$ cat src/hdl/ohst_pkg.sv
// shared types and constants for the ordered handle slot table
`default_nettype none

package ohst_pkg;

  // request codes on req_type
  typedef enum logic [1:0] {
    REQ_ALLOC = 2'd0,
    REQ_FREE  = 2'd1,
    REQ_SET   = 2'd2,
    REQ_READ  = 2'd3
  } req_t;

  // response status codes
  localparam logic [1:0] ST_OK    = 2'd0;
  localparam logic [1:0] ST_FULL  = 2'd1;
  localparam logic [1:0] ST_RANGE = 2'd2;

  // link words hold a free-list pointer or a position, end of list is all ones
  localparam int         LINK_W   = 8;
  localparam logic [7:0] END_MARK = 8'hFF;

  // datapath commands issued by the controller
  typedef enum logic [3:0] {
    OP_NONE,
    OP_CAPTURE,
    OP_SET_FULL,
    OP_SET_RANGE,
    OP_ALLOC_RD,
    OP_ALLOC_WR,
    OP_LINK_RD,
    OP_OWNER_RD,
    OP_SET_WR,
    OP_SHIFT_INIT,
    OP_SHIFT,
    OP_FREE_FIN,
    OP_READ_RD,
    OP_READ_WR,
    OP_EMIT
  } dp_op_t;

  // datapath status seen by the controller
  typedef struct packed {
    req_t req;
    logic full;
    logic h_ok;
    logic pos_ok;
    logic live;
    logic shift_done;
    logic out_free;
  } dp_stat_t;

  // controller states
  typedef enum logic [3:0] {
    S_IDLE,
    S_DISPATCH,
    S_ALLOC_WR,
    S_OWNER_RD,
    S_CHECK,
    S_SHIFT,
    S_FREE_FIN,
    S_READ_WR,
    S_EMIT
  } ctl_state_t;

endpackage

`default_nettype wire

$ cat src/hdl/ohst_ctrl.sv
// controller state machine sequencing each request through the datapath
`default_nettype none

module ohst_ctrl
  import ohst_pkg::*;
(
  input  wire logic     clk,
  input  wire logic     rst,
  input  wire logic     in_valid,
  output logic          in_stall,
  input  wire dp_stat_t stat,
  output dp_op_t        op
);

  ctl_state_t state;
  ctl_state_t state_next;

  always_ff @(posedge clk) begin
    if (rst) begin
      state <= S_IDLE;
    end else begin
      state <= state_next;
    end
  end

  // next state
  always_comb begin
    state_next = state;
    unique case (state)
      S_IDLE: begin
        if (in_valid) begin
          state_next = S_DISPATCH;
        end
      end
      S_DISPATCH: begin
        unique case (stat.req) inside
          REQ_ALLOC:         state_next = stat.full ? S_EMIT : S_ALLOC_WR;
          REQ_FREE, REQ_SET: state_next = stat.h_ok ? S_OWNER_RD : S_EMIT;
          REQ_READ:          state_next = stat.pos_ok ? S_READ_WR : S_EMIT;
          default:           state_next = S_EMIT;
        endcase
      end
      S_ALLOC_WR: state_next = S_EMIT;
      S_OWNER_RD: state_next = S_CHECK;
      S_CHECK: begin
        if (stat.live && (stat.req == REQ_FREE)) begin
          state_next = S_SHIFT;
        end else begin
          state_next = S_EMIT;
        end
      end
      S_SHIFT: begin
        if (stat.shift_done) begin
          state_next = S_FREE_FIN;
        end
      end
      S_FREE_FIN: state_next = S_EMIT;
      S_READ_WR:  state_next = S_EMIT;
      S_EMIT: begin
        if (stat.out_free) begin
          state_next = S_IDLE;
        end
      end
      default: state_next = S_IDLE;
    endcase
  end

  // outputs
  always_comb begin
    op       = OP_NONE;
    in_stall = (state != S_IDLE);
    unique case (state)
      S_IDLE: begin
        if (in_valid) begin
          op = OP_CAPTURE;
        end
      end
      S_DISPATCH: begin
        unique case (stat.req) inside
          REQ_ALLOC:         op = stat.full ? OP_SET_FULL : OP_ALLOC_RD;
          REQ_FREE, REQ_SET: op = stat.h_ok ? OP_LINK_RD : OP_NONE;
          REQ_READ:          op = stat.pos_ok ? OP_READ_RD : OP_SET_RANGE;
          default:           op = OP_NONE;
        endcase
      end
      S_ALLOC_WR: op = OP_ALLOC_WR;
      S_OWNER_RD: op = OP_OWNER_RD;
      S_CHECK: begin
        if (stat.live && (stat.req == REQ_SET)) begin
          op = OP_SET_WR;
        end else if (stat.live && (stat.req == REQ_FREE)) begin
          op = OP_SHIFT_INIT;
        end
      end
      S_SHIFT:    op = OP_SHIFT;
      S_FREE_FIN: op = OP_FREE_FIN;
      S_READ_WR:  op = OP_READ_WR;
      S_EMIT: begin
        if (stat.out_free) begin
          op = OP_EMIT;
        end
      end
      default: op = OP_NONE;
    endcase
  end

  // the compaction loop leaves only through the free finish step
  a_shift_exit: assert property (@(posedge clk) disable iff (rst)
    state == S_SHIFT |=> state == S_SHIFT || state == S_FREE_FIN)
    else $error("shift loop left early");

  // a free or set only reaches the live check after an owner lookup
  a_check_order: assert property (@(posedge clk) disable iff (rst)
    state == S_CHECK |-> $past(state) == S_OWNER_RD)
    else $error("live check without owner lookup");

  // a transaction is captured only on an accepting edge
  a_capture_open: assert property (@(posedge clk) disable iff (rst)
    op == OP_CAPTURE |-> in_valid && !in_stall)
    else $error("capture without an accepted transaction");

endmodule

`default_nettype wire

$ cat config.mk
export PLATFORM = sky130hd
export DESIGN_NAME = ohst_ctrl
export DESIGN_NICKNAME = d
export VERILOG_FILES = /design/src/hdl/ohst_pkg.sv /design/src/hdl/ohst_ctrl.sv
export SDC_FILE = /design/constraint.sdc
export NUM_CORES = 1
export LEC_CHECK = 0
export ABC_AREA = 1
export BUFFER_PORTS_ARGS = -buffer_cell sky130_fd_sc_hd__buf_4
export CORE_AREA = 2 2 39 41
export DETAILED_ROUTE_END_ITERATION = 8
export DIE_AREA = 0 0 41 43
export PLACE_DENSITY = 0.64
export SYNTH_ARGS = -nofsm -noshare
export SYNTH_HDL_FRONTEND = slang
export SYNTH_SLANG_ARGS = --single-unit
$ cat constraint.sdc
create_clock -name clk -period 1.7 [get_ports clk]
set_input_delay 0.34 -clock clk [delete_from_list [all_inputs] [get_ports clk]]
set_output_delay 0.34 -clock clk [all_outputs]
set_load 0.02 [all_outputs]
==> results.ini, run 1 <==
[outcome]
status = finished, final reports clean

[grt]
grt_pass1_vias = 502
grt_max_degree = 8
antenna_found_initial = 0
grt_overflow = 0
grtUsageTotal = 0.161
grt_pass1_wl_um = 1990

[critical_path]
critPathRequiredTime_ns = 1.36
critical_path.top_delay_family = flip-flops
regToRegStartpoint = state[2]
start_kind = register
crit_arrival_ns = 1.33
startpoint = state[0]
crit_fanout = 4
crit_path_max_incr_delay_ns = 0.37
r2r_slack_ns = 0.44
path_buf_inv = 3
critPathKind = reg2out
end_kind = output pin
cp_slowest_cell = dfxtp_4
crit_chain = inv_4, nor2_4, nand2_2, inv_2, o21ai_2, o211ai_1, buf_4

[sta]
relSlewSlack = 0.791
worst_slew_pin_slew_ns = 0.311
min_period_ns = 1.67
max_freq_mhz = 598
finalSetupViolCount = 0
skew_ns = 0.000609
rsz0062_at_grt = true
finalCritPeriodShare = 0.983
finalMaxSlewViolations = 0
finalHoldViolCount = 0

[drt]
wl_um = 1420
vias_per_cell = 4.93
routedWlPerCell_um = 11.5
antenna_left = 0
wl_met1_um = 580
top_layer = met3
route.detailed.drc = 0
drt_pass1_iterations = 4
drtIter0Drc = 10
wl_met2_um = 748
met3_length_um = 85
vias = 606

[clocking]
cts_made_buffers = 3
clock_sinks = 4
clk-insertion-delay-late_ns = 0.24
cts_tree = built
htreeDepth = 1
path_clk_slew_ns = 0.04
hold_buffers = 0
clockBufferDepth = 2
cts-root-buf = clkbuf_4

[power]
power_mw = 0.625
leakage_nw = 0.404
power_density_nw_per_um2 = 797
max-vdd-ir-drop_uv = 477

[logic_synthesis]
synth_top_cell_by_area = dfxtp_1
ys_seq_elements = 4
syn_area_per_cell_sq_um = 6.19
netlist_area_sq_um = 508
synth_top_area_share = 0.158
yosysUniqueCellTypes = 21
syn_inst = 82
ys_top_cells_by_area = dfxtp_1, nand2_1, ha_1
yosys_warnings = 0
yosysSeqAreaShare = 0.158
syn-num-nets = 97

[layout]
post-route-util = 0.567
reg_top3 = state: 4 flops
largest_reg_flops = 4
seq_area_sq_um = 95.1
stdcell_count = 123
fin_nets = 124
antenna_cells = 0
largest_register = state
syn_to_final_growth_pct = 54.4
num-fill-cells = 142
drive_gt1_frac = 0.523
multi_input_area_sq_um = 413

[die]
dieHeight_um = 43
ios = 16
die_x_um = 41
rows = 14
floorplan.initialDensity = 0.367
core_region_area_sq_um = 1380
die_area_sq_um = 1760

[min_path]
hp-start = rst
min_path_type = in2reg

[job]
drv_cap = 0

[place]
port_buffers = 15
hpwl_um = 1010
gp_congestion = 0.809
place_inst = 114

-- metrics by stage --
| step | worst slack, ns | cell area (sq um) | hold slack, ns | setup TNS [ns] |
|---|---|---|---|---|
| 6_report | 0.0289 | 785 | 0.273 | 0 |
| 5_1_grt | -0.0250 | 785 | 0.277 | -0.0416 |
| 4_1_cts | 0.00216 | 698 | 0.273 | 0 |
| 3_5_place_dp | -0.0636 | 648 | 0.532 | -0.0909 |
| 3_3_place_gp | -0.0310 | 648 | 0.528 | -0.0310 |
| 2_1_floorplan | 0.203 | 508 | 0.402 | 0 |
-- cell type report --
type / count / share of cell area
clock buffer: 3 / 0.0287
inverter: 17 / 0.0877
multi-input combinational: 61 / 0.526
sequential: 4 / 0.121
tap: 16 / 0.0255
timing repair buffer: 22 / 0.211
-- placed cells by master, fill, tap and decap left out --
cell / count
clkbuf_4: 3
inv_1: 11
nand2_2: 5
nor2_4: 3
nand2_1: 14
buf_4: 22
o21ai_0: 1
a21oi_1: 2
nor2_1: 7
nand3b_4: 1
nand4_1: 2
ha_1: 3
ha_4: 1
nand3_1: 8
o2111ai_2: 1
dfxtp_4: 4
nand3_2: 3
o21ai_1: 1
o21ai_2: 3
inv_4: 2
a21oi_2: 2
o211ai_1: 1
nor2_2: 2
inv_2: 4
nor3_1: 1
-- per-layer routing --
metal / GRT usage / vias up
li1: - / 314
met1: 0.204 / 264
met2: 0.266 / 28
met3: 0.0471 / 0
met4: 0.0200 / 0
met5: 0 / -
-- report_power, final --
group / switching (mW) / total (mW) / internal (mW) / leakage (nW)
logic: 0.207 / 0.371 / 0.164 / 0.355
registers: 0.0228 / 0.132 / 0.110 / 0.0356
clock network: 0.0426 / 0.122 / 0.0792 / 0.0138
total: 0.272 / 0.625 / 0.353 / 0.404
-- worst register-to-register path, delay by kind of cell, from the launching register on --
family	cells	cell delay, ns
buffers and inverters	3	0.29
AND/OR/NAND/NOR	5	0.43
flip-flops	1	0.39
AO/OA/AOI/OAI	1	0.05
-- path summary, 6_finish.rpt --
| kind | endpoint | cells past startpoint |
|---|---|---|
| hold / removal | state[0] | 2 |
| setup reg to reg | state[0] | 9 |
| hold reg to reg | state[2] | 3 |
| setup / recovery | op[2] | 7 |
-- synthesized netlist by cell type, drive strengths merged --
master	number
nand4	2
nand2	19
ha	4
a21oi	4
inv	17
o21ai	5
nor3	1
o2111ai	1
o211ai	1
nor2	12
dfxtp	4
nand3b	1
nand3	11
-- repair_timing --
item,CTS,global route
gates resized for setup,10,14
setup buffers,0,6
hold endpoints to repair,0,0
endpoints found under the setup margin,4,4
pin swaps,3,6
-- cells by family (layout without fill, tap and decap cells) --
family                     count (synthesis)  count (layout)  synth area share
AOI/OAI and AO/OA                         11              11             0.143
adders and majority gates                  4               4            0.0985
buffers and inverters                     17              42             0.126
DFF                                        4               4             0.158
and+or+nand+nor                           46              46             0.475
Note: power is estimated with default switching activity, not from simulation.
==> inputs of run 2 (changes only) <==
ABC_AREA = not set   (was 1)
MAX_ROUTING_LAYER = met4   (was not set)
PLACE_DENSITY = 0.62   (was 0.64)
SKIP_LAST_GASP = 1   (was not set)
==> run 2 against run 1 <==
Against the previous run:
- first-iteration DRC count unchanged
- global-route usage up 4.5 points
- hold slack better by 0.050 ns
- synthesized area down 3.4%
- worst setup slack worse by 0.014 ns
- register-to-register slack worse by 0.08 ns
- flip-flop and latch count unchanged
- via count down 1.2%
- clock skew up 0.0013 ns
- critical path type is now in2out
- largest power group unchanged
==> results.ini, run 2 <==
[logic_synthesis]
synthMostInstantiatedCell = nand2_1
synth_edf_count = 0  ; unchanged
ys_top_cells_by_area = dfxtp_1, ha_1, nand2_1
yosysSeqAreaShare = 0.163  ; +0.00563
netlist_area_sq_um = 490  ; -3.4%
synth_top_area_share = 0.163  ; +0.00563
synth_top_cell_by_area = dfxtp_1
syn_inst = 68  ; -17%
synthArstFlopShare = 0  ; unchanged
yosysUniqueCellTypes = 32  ; +52%
ys_seq_elements = 4  ; unchanged
synth_ff_type = dfxtp_1
syn_area_per_cell_sq_um = 7.21  ; +16%
syn-num-nets = 83  ; -14%
ys_top_cells_by_count = nand2_1, nor2_1
yosys_warnings = 0  ; unchanged

[sta]
rsz0062_at_grt = true
max_freq_mhz = 593  ; -0.85%
finalCritPeriodShare = 0.991  ; +0.00847
worst_slew_pin_slew_ns = 0.333  ; +0.0222 ns
skew_ns = 0.00195  ; +0.00134 ns
fin_ws_ns = 0.0145  ; -0.0144 ns
finalHoldViolCount = 0  ; unchanged
finalMaxSlewViolations = 0  ; unchanged
relSlewSlack = 0.776  ; -0.0149
finalSetupViolCount = 0  ; unchanged
tns_ns = 0  ; unchanged
min_period_ns = 1.69  ; +0.0144 ns

[place]
hpwl_um = 1020  ; +0.87%
port_buffers = 15  ; unchanged
post-place-ws_ns = -0.140  ; -0.0767 ns
gp_congestion = 0.792  ; -2.2%

[grt]
grt_pass1_vias = 595  ; +19%
grtUsageTotal = 0.206  ; +0.0452
antenna_found_initial = 0  ; unchanged
grt_pass1_wl_um = 2420  ; +21%
grt_overflow = 0  ; unchanged
grt_max_degree = 12  ; +4

[critical_path]
crit_path_max_incr_delay_ns = 0.26  ; -0.11 ns
cp_slowest_cell = a211o_1
crit_chain = buf_8, inv_4, buf_6, ha_4, a211o_1, nand3b_1, o311ai_2, buf_4
crit_arrival_ns = 1.35  ; +0.02 ns
critical_path.top_delay_family = buffers and inverters
cp_num_cells = 8  ; +1
critPathKind = in2out
end_kind = output pin
path_buf_inv = 4  ; +1
start_kind = input port
r2r_cells = 4  ; -5
r2r_slack_ns = 0.36  ; -0.08 ns
crit_fanout = 3  ; -1
critPathRequiredTime_ns = 1.36  ; about the same

[power]
max-vdd-ir-drop_uv = 449  ; -6.0%
power_mw = 0.528  ; -16%
power_density_nw_per_um2 = 594  ; -25%
leakage_nw = 0.390  ; -3.4%

[drt]
vias_per_cell = 5.40  ; +9.5%
antenna_left = 0  ; unchanged
drt_pass1_iterations = 4  ; unchanged
drtIter0Drc = 10  ; unchanged
wl_um = 1520  ; +7.2%
routedWlPerCell_um = 13.7  ; +19%
vias = 599  ; -1.2%
route.detailed.drc = 0  ; unchanged

[clocking]
clockBufferDepth = 2  ; unchanged
htreeDepth = 1  ; unchanged
cts_tree = built
path_clk_slew_ns = 0.04  ; about the same
hold_buffers = 0  ; unchanged
cts-root-buf = clkbuf_4
clock_sinks = 4  ; unchanged
clk-insertion-delay-late_ns = 0.24  ; about the same
cts_made_buffers = 3  ; unchanged

[layout]
reg_top3 = state: 4 flops
antenna_cells = 0  ; unchanged
fin_nets = 112  ; -9.7%
largest_reg_flops = 4  ; unchanged
drive_gt1_frac = 0.537  ; +0.0135
largest_register = state
final_cell_mix = buf_4, nand2_1, nor2_1, nand2b_1, ha_4
final_common_cell = buf_4
syn_to_final_growth_pct = 81.1
num-fill-cells = 115  ; -19%

[die]
die_x_um = 41  ; unchanged
ios = 16  ; unchanged
dieHeight_um = 43  ; unchanged
floorplan.initialDensity = 0.354  ; -0.0127
core_region_area_sq_um = 1380  ; unchanged
rows = 14  ; unchanged
die_area_sq_um = 1760  ; unchanged

[min_path]
min_path_cells = 2  ; unchanged
min_path_type = in2reg

[job]
drv_cap = 0  ; unchanged

[outcome]
status = finished, final reports clean

[run 2: area by class of cell]
| cell class | instances | area [sq um] | share of cell area |
|---|---|---|---|
| multi-input cells | 56 | 487 | 0.548 |
| repair buffers | 29 | 249 | 0.280 |
| flip-flops and latches | 4 | 88.8 | 0.100 |
| clock buffers | 3 | 22.5 | 0.0254 |
| inverters | 3 | 21.3 | 0.0239 |
| well taps | 16 | 20.0 | 0.0225 |
[run 2: through the flow]
stage	utilization	cell area [sq um]	instances	hold WS [ns]
2_1_floorplan	-	498	68	0.442
3_3_place_gp	0.496	687	105	0.553
3_5_place_dp	0.496	687	105	0.557
4_1_cts	0.603	835	110	0.315
5_1_grt	0.642	888	111	0.316
6_report	0.642	888	111	0.324
[run 2: repair_timing]
action / in CTS / in global routing
gates resized for setup: 27 / 12
setup endpoints to repair: 3 / 4
pin swaps: 11 / 8
endpoints found under the hold margin: 0 / 0
buffers inserted: 2 / 1
[run 2: power by group]
group          switching (mW)  total, mW  internal [mW]
clock network          0.0411      0.120         0.0791
registers              0.0239      0.128          0.104
logic                   0.132      0.280          0.147
[run 2: cells by family after synthesis]
group,count (synthesis),synth area share
buf+inv,8,0.0765
fa+ha+maj,4,0.102
xor+xnor,2,0.0357
simple gates,31,0.347
compound gates,19,0.276
flops,4,0.163
[run 2: metal layers]
layer	part of all wire	vias up	global-route usage	routed length (um)
met5	0	-	-	0
met4	0	0	0.0533	0
met3	0.038	0	0.0681	57
met2	0.55	17	0.347	827
met1	0.42	279	0.220	633
li1	-	303	-	-
[run 2: final timing paths]
check	start	to
min reg2reg	state[3]	state[2]
max	stat[6]	op[3]
min	rst	state[2]
max reg2reg	state[2]	state[2]
[run 2: worst register-to-register path: stages (launching register included)]
cell     delay [ns]
dfxtp_4        0.38
buf_4          0.18
xnor2_1        0.12
or4b_1         0.48
o41ai_1        0.08
